--- config.mk ---
export PLATFORM = sky130hd
export DESIGN_NAME = string_hash_worker_select_flat
export DESIGN_NICKNAME = d
export VERILOG_FILES = /design/src/hdl/shws_pkg.sv /design/src/hdl/shws_if.sv /design/src/hdl/shws_dp.sv /design/src/hdl/shws_ctrl.sv /design/src/hdl/string_hash_worker_select.sv /design/src/flat_wrapper.sv
export SDC_FILE = /design/constraint.sdc
export NUM_CORES = 1
export LEC_CHECK = 0
export BUFFER_PORTS_ARGS = -buffer_cell sky130_fd_sc_hd__buf_2
export CELL_PAD_IN_SITES_DETAIL_PLACEMENT = 2
export CELL_PAD_IN_SITES_GLOBAL_PLACEMENT = 2
export CORE_MARGIN = 8
export CORE_UTILIZATION = 38
export CTS_CLUSTER_DIAMETER = 80
export DETAILED_ROUTE_END_ITERATION = 10
export MAX_ROUTING_LAYER = met4
export PLACE_DENSITY_LB_ADDON = 0.1
export SYNTH_ARGS = -nofsm -noshare
export SYNTH_HDL_FRONTEND = slang
export SYNTH_HIERARCHICAL = 1
export SYNTH_SLANG_ARGS = --single-unit
--- constraint.sdc ---
create_clock -name clk -period 3.3 [get_ports clk]
set_input_delay 0.33 -clock clk [delete_from_list [all_inputs] [get_ports clk]]
set_output_delay 0.33 -clock clk [all_outputs]
set_load 0.01 [all_outputs]
--- src/hdl/shws_pkg.sv ---
// Shared types and constants for the path hash worker selector.
package shws_pkg;

  localparam int HASH_W  = 64;
  localparam int BYTE_W  = 8;
  localparam int CNT_W   = 8;
  localparam int STEP_W  = $clog2(HASH_W);
  localparam int LIMIT_W = 16;

  localparam logic [HASH_W-1:0] HASH_SEED  = 64'd5381;
  localparam int                HASH_SHIFT = 5;

  // controller -> datapath
  typedef struct packed {
    logic hash_upd;   // fold accepted byte into running hash
    logic div_load;   // last byte: latch hash as dividend, reseed hash
    logic div_step;   // one remainder bit
    logic out_load;   // move remainder into output register
  } shws_cmd_t;

  // datapath -> controller
  typedef struct packed {
    logic div_done;   // current step is the final one
  } shws_stat_t;

endpackage

--- src/hdl/shws_if.sv ---
// Channel interfaces: path byte input, worker index output, count write.
interface shws_in_if;
  import shws_pkg::*;
  logic              valid;
  logic              ready;
  logic [BYTE_W-1:0] path_byte;
  logic              is_last;
  modport source (output valid, output path_byte, output is_last, input ready);
  modport sink   (input valid, input path_byte, input is_last, output ready);
endinterface

interface shws_out_if;
  import shws_pkg::*;
  logic             valid;
  logic             ready;
  logic [CNT_W-1:0] worker_index;
  modport source (output valid, output worker_index, input ready);
  modport sink   (input valid, input worker_index, output ready);
endinterface

interface shws_cfg_if;
  import shws_pkg::*;
  logic             valid;
  logic             ready;
  logic [CNT_W-1:0] worker_count;
  modport source (output valid, output worker_count, input ready);
  modport sink   (input valid, input worker_count, output ready);
endinterface

--- src/hdl/shws_dp.sv ---
// Datapath: running hash, count register, bit-serial remainder, output register.
module shws_dp import shws_pkg::*; #(
  parameter int MAX_WORKERS = 255
) (
  input  logic              clk,
  input  logic              rst_n,
  input  shws_cmd_t         cmd,
  output shws_stat_t        stat,
  input  logic [BYTE_W-1:0] path_byte,
  input  logic              cfg_we,
  input  logic [CNT_W-1:0]  cfg_count,
  output logic [CNT_W-1:0]  worker_index
);

  logic [HASH_W-1:0] hash_r;
  logic [HASH_W-1:0] hash_nxt;
  logic [HASH_W-1:0] byte_sext;
  logic [CNT_W-1:0]  count_r;
  logic [CNT_W-1:0]  count_sat;
  logic [HASH_W-1:0] dvd_r;
  logic [CNT_W-1:0]  rem_r;
  logic [CNT_W-1:0]  rem_nxt;
  logic [CNT_W:0]    rem_ext;
  logic [CNT_W:0]    rem_sub;
  logic [CNT_W-1:0]  div_n_r;
  logic [STEP_W-1:0] step_r;
  logic [CNT_W-1:0]  idx_r;

  assign byte_sext = {{(HASH_W-BYTE_W){path_byte[BYTE_W-1]}}, path_byte};
  assign hash_nxt  = (hash_r << HASH_SHIFT) + hash_r + byte_sext;

  assign count_sat = ({{(LIMIT_W-CNT_W){1'b0}}, count_r} > LIMIT_W'(MAX_WORKERS)) ?
                     CNT_W'(MAX_WORKERS) : count_r;

  // restoring remainder, one dividend bit per step
  assign rem_ext = {rem_r, dvd_r[HASH_W-1]};
  assign rem_sub = rem_ext - {1'b0, div_n_r};
  assign rem_nxt = (rem_ext >= {1'b0, div_n_r}) ? rem_sub[CNT_W-1:0] : rem_ext[CNT_W-1:0];

  assign stat.div_done = (step_r == STEP_W'(HASH_W-1));

  always_ff @(posedge clk) begin
    if (!rst_n) begin
      hash_r  <= HASH_SEED;
      count_r <= CNT_W'(1);
      step_r  <= '0;
    end else begin
      if (cmd.div_load) begin
        hash_r <= HASH_SEED;
      end else if (cmd.hash_upd) begin
        hash_r <= hash_nxt;
      end
      if (cfg_we) begin
        count_r <= cfg_count;
      end
      if (cmd.div_load) begin
        step_r <= '0;
      end else if (cmd.div_step) begin
        step_r <= step_r + STEP_W'(1);
      end
    end
  end

  always_ff @(posedge clk) begin
    if (cmd.div_load) begin
      dvd_r   <= hash_nxt;
      rem_r   <= '0;
      div_n_r <= count_sat;
    end else if (cmd.div_step) begin
      dvd_r <= dvd_r << 1;
      rem_r <= rem_nxt;
    end
    if (cmd.out_load) begin
      idx_r <= (div_n_r == '0) ? '0 : rem_r;
    end
  end

  assign worker_index = idx_r;

endmodule

--- src/hdl/shws_ctrl.sv ---
// Controller: accept / divide / hand-off sequencing and output valid.
module shws_ctrl import shws_pkg::*; (
  input  logic       clk,
  input  logic       rst_n,
  input  logic       in_valid,
  input  logic       in_is_last,
  output logic       in_ready,
  output logic       out_valid,
  input  logic       out_ready,
  output shws_cmd_t  cmd,
  input  shws_stat_t stat
);

  typedef enum logic [1:0] {S_ACCEPT, S_DIV, S_HOLD} state_t;

  state_t state_r;
  state_t state_nxt;
  logic   out_vld_r;
  logic   out_vld_nxt;
  logic   in_acc;

  assign in_ready  = (state_r == S_ACCEPT);
  assign in_acc    = in_valid && in_ready;
  assign out_valid = out_vld_r;

  always_comb begin
    cmd.hash_upd = in_acc;
    cmd.div_load = in_acc && in_is_last;
    cmd.div_step = (state_r == S_DIV);
    cmd.out_load = (state_r == S_HOLD) && (!out_vld_r || out_ready);

    state_nxt = state_r;
    case (state_r)
      S_ACCEPT: if (cmd.div_load) state_nxt = S_DIV;
      S_DIV:    if (stat.div_done) state_nxt = S_HOLD;
      S_HOLD:   if (cmd.out_load) state_nxt = S_ACCEPT;
      default:  state_nxt = S_ACCEPT;
    endcase

    if (cmd.out_load) begin
      out_vld_nxt = 1'b1;
    end else if (out_ready) begin
      out_vld_nxt = 1'b0;
    end else begin
      out_vld_nxt = out_vld_r;
    end
  end

  always_ff @(posedge clk) begin
    if (!rst_n) begin
      state_r   <= S_ACCEPT;
      out_vld_r <= 1'b0;
    end else begin
      state_r   <= state_nxt;
      out_vld_r <= out_vld_nxt;
    end
  end

endmodule

--- src/hdl/string_hash_worker_select.sv ---
// Top level: djb2 path hash reduced to a worker index.
//
// Path bytes arrive one per beat on in_bus and are folded into a 64-bit
// djb2 hash (seed 5381, hash*33 + byte, the byte taken as signed 8-bit and
// sign extended, wrapping mod 2^64). A byte without is_last yields nothing
// and is taken at once, so such bytes stream at one per cycle. The byte marked
// is_last is folded in and then the hash is reduced modulo the configured
// worker count by a bit-serial restoring remainder unit, one hash bit per
// step; the remainder is then moved into the output register. No path byte
// is taken until that move, which waits while an earlier index is stalled
// on out_bus. The running hash is reseeded as soon as the last
// byte is taken. worker_index is the remainder, or 0 when the count is 0;
// a count above MAX_WORKERS is clamped to MAX_WORKERS. The count is written
// through cfg_bus (always ready, reset value 1) and must only change while
// no path is in flight. A finished index waits in the output register and
// does not block the next path's bytes; only a second finished index waits
// for it to drain.
module string_hash_worker_select import shws_pkg::*; #(
  parameter int MAX_WORKERS = 255
) (
  input  logic       clk,
  input  logic       rst_n,
  shws_in_if.sink    in_bus,
  shws_out_if.source out_bus,
  shws_cfg_if.sink   cfg_bus
);

  shws_cmd_t  cmd;
  shws_stat_t stat;

  // count register takes a write every cycle it is offered
  assign cfg_bus.ready = 1'b1;

  shws_ctrl u_ctrl (
    .clk        (clk),
    .rst_n      (rst_n),
    .in_valid   (in_bus.valid),
    .in_is_last (in_bus.is_last),
    .in_ready   (in_bus.ready),
    .out_valid  (out_bus.valid),
    .out_ready  (out_bus.ready),
    .cmd        (cmd),
    .stat       (stat)
  );

  shws_dp #(
    .MAX_WORKERS (MAX_WORKERS)
  ) u_dp (
    .clk          (clk),
    .rst_n        (rst_n),
    .cmd          (cmd),
    .stat         (stat),
    .path_byte    (in_bus.path_byte),
    .cfg_we       (cfg_bus.valid),
    .cfg_count    (cfg_bus.worker_count),
    .worker_index (out_bus.worker_index)
  );

endmodule

--- src/flat_wrapper.sv ---
// flat-port wrapper written by rule: the top's interface ports become plain ports
module string_hash_worker_select_flat import shws_pkg::*;
#(
  parameter int MAX_WORKERS = 255
)
  (clk, rst_n, in_bus_valid, in_bus_path_byte, in_bus_is_last, in_bus_ready, out_bus_valid, out_bus_worker_index, out_bus_ready, cfg_bus_valid, cfg_bus_worker_count, cfg_bus_ready);
  shws_in_if in_bus_i ();
  shws_out_if out_bus_i ();
  shws_cfg_if cfg_bus_i ();
  input  logic clk;
  input  logic rst_n;
  input wire logic [$bits(in_bus_i.valid)-1:0] in_bus_valid;
  input wire logic [$bits(in_bus_i.path_byte)-1:0] in_bus_path_byte;
  input wire logic [$bits(in_bus_i.is_last)-1:0] in_bus_is_last;
  output wire logic [$bits(in_bus_i.ready)-1:0] in_bus_ready;
  output wire logic [$bits(out_bus_i.valid)-1:0] out_bus_valid;
  output wire logic [$bits(out_bus_i.worker_index)-1:0] out_bus_worker_index;
  input wire logic [$bits(out_bus_i.ready)-1:0] out_bus_ready;
  input wire logic [$bits(cfg_bus_i.valid)-1:0] cfg_bus_valid;
  input wire logic [$bits(cfg_bus_i.worker_count)-1:0] cfg_bus_worker_count;
  output wire logic [$bits(cfg_bus_i.ready)-1:0] cfg_bus_ready;
  assign in_bus_i.valid = in_bus_valid;
  assign in_bus_i.path_byte = in_bus_path_byte;
  assign in_bus_i.is_last = in_bus_is_last;
  assign in_bus_ready = in_bus_i.ready;
  assign out_bus_valid = out_bus_i.valid;
  assign out_bus_worker_index = out_bus_i.worker_index;
  assign out_bus_i.ready = out_bus_ready;
  assign cfg_bus_i.valid = cfg_bus_valid;
  assign cfg_bus_i.worker_count = cfg_bus_worker_count;
  assign cfg_bus_ready = cfg_bus_i.ready;
  string_hash_worker_select #(.MAX_WORKERS(MAX_WORKERS)) u_core (.clk(clk), .rst_n(rst_n), .in_bus(in_bus_i), .out_bus(out_bus_i), .cfg_bus(cfg_bus_i));
endmodule
Yosys cells after proc, flatten, opt, wreduce, memory -nomap -nowiden
Index checks and enable logic that the tools add are counted.

cells by class
  reduce and logical (&&, ||, !) cells = 11
  mux-type cells = 9
  divide/modulo/power cells = 0
  add/subtract/negate cells = 4
  equal/unequal tests = 6
  order comparisons = 1
  bitwise logic cells = 1
  shift operators = 0
  $mul = 0

operators with widths
  kind                   count
  $add A64 B64 Y64       2
  $mux W64               2
  $ge A9 B8 Y1           1
  $logic_not A8 Y1       1
  $mux W8                1
  $sub A8 B8 Y8          1
  $add A6 B1 Y6 const B  1
  $eq A6 B6 Y1 const B   1
  $mux W2                3
  $pmux W2 S3            1
  $ne A2 B1 Y1 const B   2
  $reduce_bool A2 Y1     2
  $logic_and A1 B1 Y1    3
  $reduce_and A3 Y1      1
  $eq A2 B1 Y1 const B   1
  $eq A2 B2 Y1 const B   1
  $logic_not A2 Y1       1
  $mux W1                2
  $ne A2 B2 Y1 const B   1
  $reduce_or A2 Y1       1
  $logic_not A1 Y1       1
  $logic_or A1 B1 Y1     1
  $not A1 Y1             1

storage, ports and cells
  memory bits (writable) = 0
  output and inout bits = 11
  flip-flop bits (word level) = 169
  bits in latches = 0
  memories = 0
  memory bits (read-only) = 0

Logic depth before layout (Yosys ltp)
Gate-level depths: netlist of the first run.

  depth after elaboration = 5
  gate-level depth with buffers = 14
  gate-level depth less buffers = 14

Modules after synthesis
Netlist of the first run, hierarchy kept.

by module, submodules not included
  module                     cells an instance  instances  sequential area each (sq um)  area each (sq um)
  shws_dp                    1,181              1          4,124.0                       11,903.9
  shws_ctrl                  20                 1          60.1                          177.7
  string_hash_worker_select  2                  1          0.0                           11.3

Worst setup path before layout of the first run
No wires, ideal clock.

  kind = in2reg
  from = in in_bus_path_byte[7]
  to = reg u_core.u_dp.dvd_r[56] (data pin)
  data arrival time = 3.004 ns
  data required time = 3.040 ns
  slack = 0.036 ns
  path buffers = 1
  library setup time = 0.260 ns
  cell stages on the path = 13
  cells stage by stage = fa_1 -> ha_1 -> buf_2 -> a21oi_2 -> o21ai_0 -> a221oi_2 -> nand3_2 -> nor2_4 -> o31ai_4 -> a211oi_4 -> o21ai_1 -> xnor2_1 -> mux2_4

on the way
  word-level cells in the longest chain between the ends = 2

ends and longest elaborated chain
  element               RTL line            RTL
  start, declared       flat_wrapper.sv:13  input wire logic [$bits(in_bus_i.path_byte)-1:0] in_bus_path_byte;
  $add A64 B64 Y64      shws_dp.sv:30       assign hash_nxt = (hash_r << HASH_SHIFT) + hash_r + byte_sext;
  $mux W64              shws_dp.sv:65       if (cmd.div_load) begin
  end signal, assigned  shws_dp.sv:66       dvd_r <= hash_nxt;
  end signal, assigned  shws_dp.sv:70       dvd_r <= dvd_r << 1;
  end, declared         shws_dp.sv:20       logic [HASH_W-1:0] dvd_r;

Every way passes these cells.
A chain may end at the register's enable or synchronous reset.

Final worst setup path of the first run
  from = reg u_core.u_dp.hash_r[36]
  to = reg u_core.u_dp.dvd_r[56] (data pin)

on the way
  word-level cells in the longest chain between the ends = 3

ends and longest elaborated chain
  element                         RTL line       RTL
  start, declared                 shws_dp.sv:15  logic [HASH_W-1:0] hash_r;
  start signal, assigned          shws_dp.sv:51  hash_r <= hash_nxt;
  $add A64 B64 Y64 (2 in series)  shws_dp.sv:30
  $mux W64                        shws_dp.sv:65

Every way passes these cells.

==> flow_summary.json, run 1 <==
{
  "slowest_stage": "fa_1",
  "clk_pin_slew_ns": 0.08,
  "h-tree-depth": 4,
  "antenna_left": 0,
  "timing.slew.headroom_pct": 46.49,
  "rows": 65,
  "syn_inst": 1203,
  "overflow": 0,
  "hold_path.class": "input port to register",
  "antenna_found_initial": 1,
  "grt_max_degree": 65,
  "io_pins": 33,
  "gp_congestion": 0.8982,
  "drc": 0,
  "drt_wl_total_um": 69150,
  "finalHoldViolCount": 0,
  "first_pass_iters": 8,
  "start_kind": "register",
  "grt_setup_unrepaired": "yes",
  "start_util_pct": 38.42,
  "area_delta_synth_final_pct": 49.32,
  "cts_buffers": 17,
  "clock_sink_count": 169,
  "status": "finished, violations left",
  "path_cells": "buf_4 -> fa_1 -> ha_4 -> a21oi_2 -> nor2b_1 -> o21ai_0 -> o21ai_1 -> nor2_1 -> o22ai_1 -> a211oi_4 -> buf_12 -> buf_6 -> o21ai_4 -> xnor2_2 -> mux2_4",
  "coreArea_um2": 31470,
  "io_buffers": 31,
  "syn_area_um2": 12090,
  "path_buf_inv": 3,
  "timing.hold.ws_ns": 0.09160,
  "synth_edf_count": 80,
  "crit_path_max_incr_delay_ns": 0.58,
  "ys.flop_type": "dfxtp_1",
  "dp.cells": 1876,
  "skew_ns": 0.02165,
  "grt_usage_pct": 30.11,
  "final_core_util_pct": 57.37,
  "fin_nets": 1725,
  "worstPathArrival_ns": 4.26,
  "async_flop_share_pct": 0,
  "finalNonFillerCells": 1983,
  "viasPerCell": 6.249,
  "required_ns": 3.54,
  "yosysUniqueCellTypes": 87,
  "final.setup.worst_slack_ns": -0.7262,
  "wl_per_cell_um": 34.87,
  "syn-num-nets": 1361,
  "clock_path_buffers": 2,
  "maxSlewViolCount": 0,
  "dr_total_vias": 12390,
  "dieArea_um2": 37790,
  "cts_tree": "built",
  "drtIter0Drc": 824,
  "path_class": "register to register",
  "setup_viol_count_final": 89,
  "yosysSeqAreaShare_pct": 34.60,
  "fmax_ghz": 0.2484,
  "drive_above_1_share_pct": 48.80,
  "grt_pass1_vias": 13340,
  "drv_cap": 0,
  "failed_checks": "setup timing",
  "dpl.hpwl_um": 33650,
  "cts_root_buf": "clkbuf_16",
  "grt_pass1_wl_um": 84700,
  "yosys_warnings": 6,
  "clkLatencyLatePin_ns": 0.49,
  "ys_ff_latch": 169,
  "syn_avg_cell_area_um2": 10.05,
  "crit_path_end_kind": "register",
  "post-route-period-util_pct": 122.0,
  "cts_hold_buffers": 0,
  "fin_crit_ns": 4.026,
  "die_w_um": 194.4,
  "worstPathMaxFanout": 3,
  "critPathTopFamily": "compound AO/OA/AOI/OAI gates",
  "worst_pin_slew_ns": 0.8026,
  "dieHeight_um": 194.4
}
-- synth_stat cells (27+ instances only) --
cell,count,area [µm²]
xor2_1,27,236.5
inv_1,32,120.1
nand2_1,89,334.1
a21oi_1,82,410.4
o21ai_0,47,235.2
mux2i_1,61,610.6
edfxtp_1,80,2402
fa_1,60,1201
mux2_2,53,596.8
nor2_1,118,442.9
ha_1,76,950.9
xnor2_1,37,324.1
clkbuf_1,37,138.9
dfxtp_1,89,1782
-- per-layer routing --
| layer | share of wire (%) | wire, µm | vias up | GRT usage (%) |
|---|---|---|---|---|
| met5 | 0 | 0 | - | - |
| met1 | 38 | 26420 | 6471 | 32.73 |
| met4 | 6.3 | 4366 | 0 | 12.81 |
| met2 | 51 | 35150 | 562 | 54.52 |
| met3 | 4.6 | 3213 | 297 | 4.215 |
| li1 | - | - | 5061 | - |
-- flip-flops by register name, summed over array words and instances (netlist names) --
signal,count
u_core/u_dp/rem_r,8
u_core/u_dp/hash_r,64
u_core/u_dp/worker_index,8
u_core/u_ctrl/out_valid,1
u_core/u_ctrl/state_r,2
u_core/u_dp/div_n_r,8
u_core/u_dp/count_r,8
u_core/u_dp/step_r,6
u_core/u_dp/dvd_r,64
-- repair_timing --
item	CTS	global route
setup endpoints to repair	88	97
pin swaps	86	107
hold endpoints to repair	0	0
resized for setup	234	190
setup buffers	29	62
-- area by class of cell --
class | instances | area [µm²]
fillers | 2975 | 13420
multi-input cells | 943 | 9358
flip-flops and latches | 169 | 4239
repair buffers | 402 | 3243
well taps | 402 | 503.0
clock buffers | 22 | 485.5
inverters | 34 | 127.6
clock inverters | 10 | 98.84
diodes | 1 | 2.502
-- cell families after synthesis --
| logic type | synth area share (%) |
|---|---|
| and+or+nand+nor | 14.16 |
| AOI/OAI and AO/OA | 15.61 |
| DFF | 34.60 |
| adders and majority gates | 17.80 |
| muxes | 10.11 |
| buffers and inverters | 3.052 |
| xor gates and xnor gates | 4.635 |
| other | 0.03101 |
-- cells in the final DEF (no fill, tap or decap), types with 14 or more instances in the layout --
| cell type | Yosys | final |
|---|---|---|
| buf_4 | 3 | 314 |
| nand3_1 | 23 | 18 |
| o21ai_2 | 5 | 14 |
| xor2_1 | 27 | 16 |
| nor2b_1 | 22 | 21 |
| clkbuf_16 | 0 | 18 |
| nand4_1 | 26 | 26 |
| ha_1 | 76 | 40 |
| dfxtp_1 | 89 | 63 |
| a21o_1 | 24 | 24 |
| mux2i_1 | 61 | 58 |
| nand2_1 | 89 | 72 |
| dfxtp_2 | 0 | 17 |
| buf_6 | 0 | 48 |
| xnor2_1 | 37 | 20 |
| edfxtp_1 | 80 | 80 |
| a21oi_2 | 3 | 29 |
| buf_2 | 13 | 30 |
| fa_1 | 60 | 53 |
| ha_4 | 0 | 30 |
| inv_1 | 32 | 31 |
| mux2_2 | 53 | 41 |
| o21ai_0 | 47 | 24 |
| a21oi_1 | 82 | 43 |
| nor2_1 | 118 | 102 |
-- path summary, 6_finish.rpt --
kind / start / to / slack (ns) / cells past startpoint
hold / removal: cfg_bus_worker_count[0] / u_core/u_dp/count_r[0] / 0.09 / 3
setup reg to reg: u_core/u_dp/hash_r[36] / u_core/u_dp/dvd_r[56] / -0.73 / 15
setup / recovery: u_core/u_dp/hash_r[36] / u_core/u_dp/dvd_r[56] / -0.73 / 15
hold reg to reg: u_core/u_dp/count_r[4] / u_core/u_dp/div_n_r[4] / 0.45 / 0
-- per-stage QoR --
stage          instance area, µm²  setup WS [ns]  TNS, ns
3_5_place_dp                14820        -0.9044   -47.21
4_1_cts                     16700        -0.2521   -5.401
3_3_place_gp                14820        -0.7474   -37.04
2_1_floorplan               12090        0.03607        0
6_report                    18060        -0.7262   -26.83
5_1_grt                     18060        -0.8337   -31.14
-- worst min-delay path, cell delays in order --
cell     delay (ns)
buf_2          0.08
mux2i_1        0.06
nand2_1        0.07
Power of run 1 is not shown: default switching activity piles up to over one toggle a cycle in this logic, so the estimate is an artifact.
==> run 2, diff against run 1 <==
--- a/config.mk
+++ b/config.mk
@@ -9,7 +9,7 @@
 export CELL_PAD_IN_SITES_DETAIL_PLACEMENT = 2
 export CELL_PAD_IN_SITES_GLOBAL_PLACEMENT = 2
 export CORE_MARGIN = 8
-export CORE_UTILIZATION = 38
+export CORE_UTILIZATION = 42
 export CTS_CLUSTER_DIAMETER = 80
 export DETAILED_ROUTE_END_ITERATION = 10
 export MAX_ROUTING_LAYER = met4
==> constraint.sdc (replaced) <==
create_clock -name clk -period 4.45 [get_ports clk]
set_input_delay 0.445 -clock clk [delete_from_list [all_inputs] [get_ports clk]]
set_output_delay 0.445 -clock clk [all_outputs]
set_load 0.01 [all_outputs]
==> run 2 against run 1 <==
Effect of this change:
- the run now ends clean
- sequential share of layout area up 8.0 points
- hold slack better by 0.13 ns
- wire length down 46%
- clock skew down 0.0092 ns
- die area down 8.8%
- global-route usage down 7.0 points
- sequential cell count unchanged
- highest routed layer unchanged
==> flow_summary.json, run 2 (synthesis results as in run 1) <==
{
  "holdPathEnd": "u_core/u_dp/count_r[0]",
  "crit_path_end_kind": "register",
  "fmax_ghz": 0.2507,
  "overflow": 0,
  "drt_wl_total_um": 37370,
  "post-route-cell-area_um2": 13280,
  "hold_path.class": "input port to register",
  "worst_pin_slew_ns": 1.119,
  "dp.cells": 1585,
  "maxSlewViolCount": 0,
  "grt_pass1_wl_um": 60100,
  "skew_ns": 0.01243,
  "setup_viol_count_final": 0,
  "coreArea_um2": 28550,
  "drive_above_1_share_pct": 15.25,
  "cts_hold_buffers": 0,
  "grt_max_degree": 82,
  "path_class": "input port to register",
  "post-route-period-util_pct": 89.64,
  "min-delay-start": "cfg_bus_worker_count[0]",
  "worstPathMaxFanout": 13,
  "start_util_pct": 42.36,
  "fin_setup_tns_ns": 0,
  "io_pins": 33,
  "finalHoldViolCount": 0,
  "finalNonFillerCells": 1617,
  "power_leakage_nw": 5.357,
  "timing.rr.end": "u_core/u_dp/dvd_r[56]",
  "h-tree-depth": 4,
  "viasPerCell": 5.753,
  "r2r-start": "u_core/u_dp/hash_r[15]",
  "status": "finished clean",
  "drtIter0Drc": 353,
  "layout_commonest_cell": "nor2_1",
  "dieHeight_um": 185.7,
  "placed_area_um2": 12710,
  "required_ns": 4.65,
  "start_kind": "input port",
  "antenna_found_initial": 0,
  "grt_setup_unrepaired": "no",
  "reg.largest.list": "u_core/u_dp/dvd_r: 64 flops, u_core/u_dp/hash_r: 64 flops",
  "first_pass_iters": 4,
  "cts_resized": 0,
  "rows": 62,
  "drv_cap": 0,
  "antenna_left": 0,
  "dr_total_vias": 9303,
  "dpl.hpwl_um": 28680,
  "grt_usage_pct": 23.10,
  "area_delta_synth_final_pct": 9.809,
  "io_buffers": 31,
  "irDropWorstVdd_mv": 0.3613,
  "cts_buffers": 17,
  "clk_pin_slew_ns": 0.08,
  "r2r_slack_ns": 0.47,
  "p_per_area_nw_per_um2": 864.6,
  "clkLatencyLatePin_ns": 0.45,
  "timing.slew.headroom_pct": 25.43,
  "gp_congestion": 0.8332,
  "fin_nets": 1378,
  "clock_path_buffers": 2,
  "whs_path_depth": 3,
  "cts_root_buf": "clkbuf_16",
  "r2r_cells": 12,
  "drc": 0,
  "grt_pass1_vias": 10650,
  "dieArea_um2": 34480,
  "n_antenna_cell": 0,
  "worstPathArrival_ns": 4.19,
  "fin_crit_ns": 3.989,
  "cts_tree": "built",
  "final_cell_mix": "nor2_1 (118), dfxtp_1 (89), nand2_1 (87)",
  "die_w_um": 185.7,
  "clock_sink_count": 169,
  "wl_per_cell_um": 23.11,
  "post_cts_buffers": 0
}
[run 2: cell types whose count changed in the layout (fill, tap and decap cells not counted), moves of 26 or more]
| cell | previous run | this run |
|---|---|---|
| a21oi_1 | 43 | 82 |
| a21oi_2 | 29 | 3 |
| buf_4 | 314 | 23 |
| buf_6 | 48 | 0 |
| dfxtp_1 | 63 | 89 |
| ha_1 | 40 | 76 |
| ha_4 | 30 | 0 |
[run 2: worst max-delay path by stage]
stage / start / endpoint / slack [ns]
global route: in_bus_path_byte[7] / u_core/u_dp/dvd_r[56] / 0.26
finish: in_bus_path_byte[7] / u_core/u_dp/dvd_r[56] / 0.46
floorplan: in_bus_path_byte[7] / u_core/u_dp/dvd_r[56] / 1.07
detailed placement: in_bus_path_byte[7] / u_core/u_dp/dvd_r[56] / 0.05
CTS: u_core/u_dp/hash_r[15] / u_core/u_dp/dvd_r[56] / 0.50
global placement: in_bus_path_byte[7] / u_core/u_dp/dvd_r[56] / 0.07
[run 2: power by group]
group	leakage, nW	internal, mW	switching [mW]
logic	3.60	2.80	4.66
registers	1.49	2.13	0.418
clock network	0.269	0.755	0.724
[run 2: metrics by stage]
stage | hold slack, ns | power, mW | utilization [%] | worst slack, ns
after floorplan | 0.4076 | 7.748 | - | 1.071
after global placement | 0.4210 | 9.699 | 44.51 | 0.07388
after detailed placement | 0.4216 | 9.969 | 44.51 | 0.05307
after CTS | 0.1965 | 11.58 | 46.52 | 0.4989
after global routing | 0.2120 | 12.40 | 46.52 | 0.2586
final | 0.2177 | 11.48 | 46.52 | 0.4611
[run 2: area by class of cell]
class	instances	area, µm²
Clock buffer	18	439.2
Clock inverter	14	132.6
Fill cell	3064	15270
Inverter	34	127.6
Multi-Input combinational cell	943	7552
Sequential cell	169	4184
Tap cell	384	480.5
Timing Repair Buffer	55	362.8
[run 2: worst max-delay path: stages]
cell	delay, ns
buf_4	0.26
buf_12	0.22
fa_1	0.43
ha_1	0.40
a21oi_1	0.31
o21ai_0	0.22
a221oi_2	0.31
nand3_2	0.18
nor2_4	0.18
o31ai_4	0.13
a211oi_4	0.50
o21ai_1	0.16
xnor2_1	0.14
mux2_4	0.26
[run 2: routing by layer]
| layer | global-route usage [%] | vias to the layer above | share of wire [%] |
|---|---|---|---|
| li1 | - | 4388 | - |
| met1 | 27.43 | 4785 | 45 |
| met2 | 40.68 | 89 | 52 |
| met3 | 2.967 | 41 | 1.9 |
| met4 | 6.383 | 0 | 1.8 |
| met5 | - | - | 0 |
No activity file was read; power rests on OpenSTA's default activity.
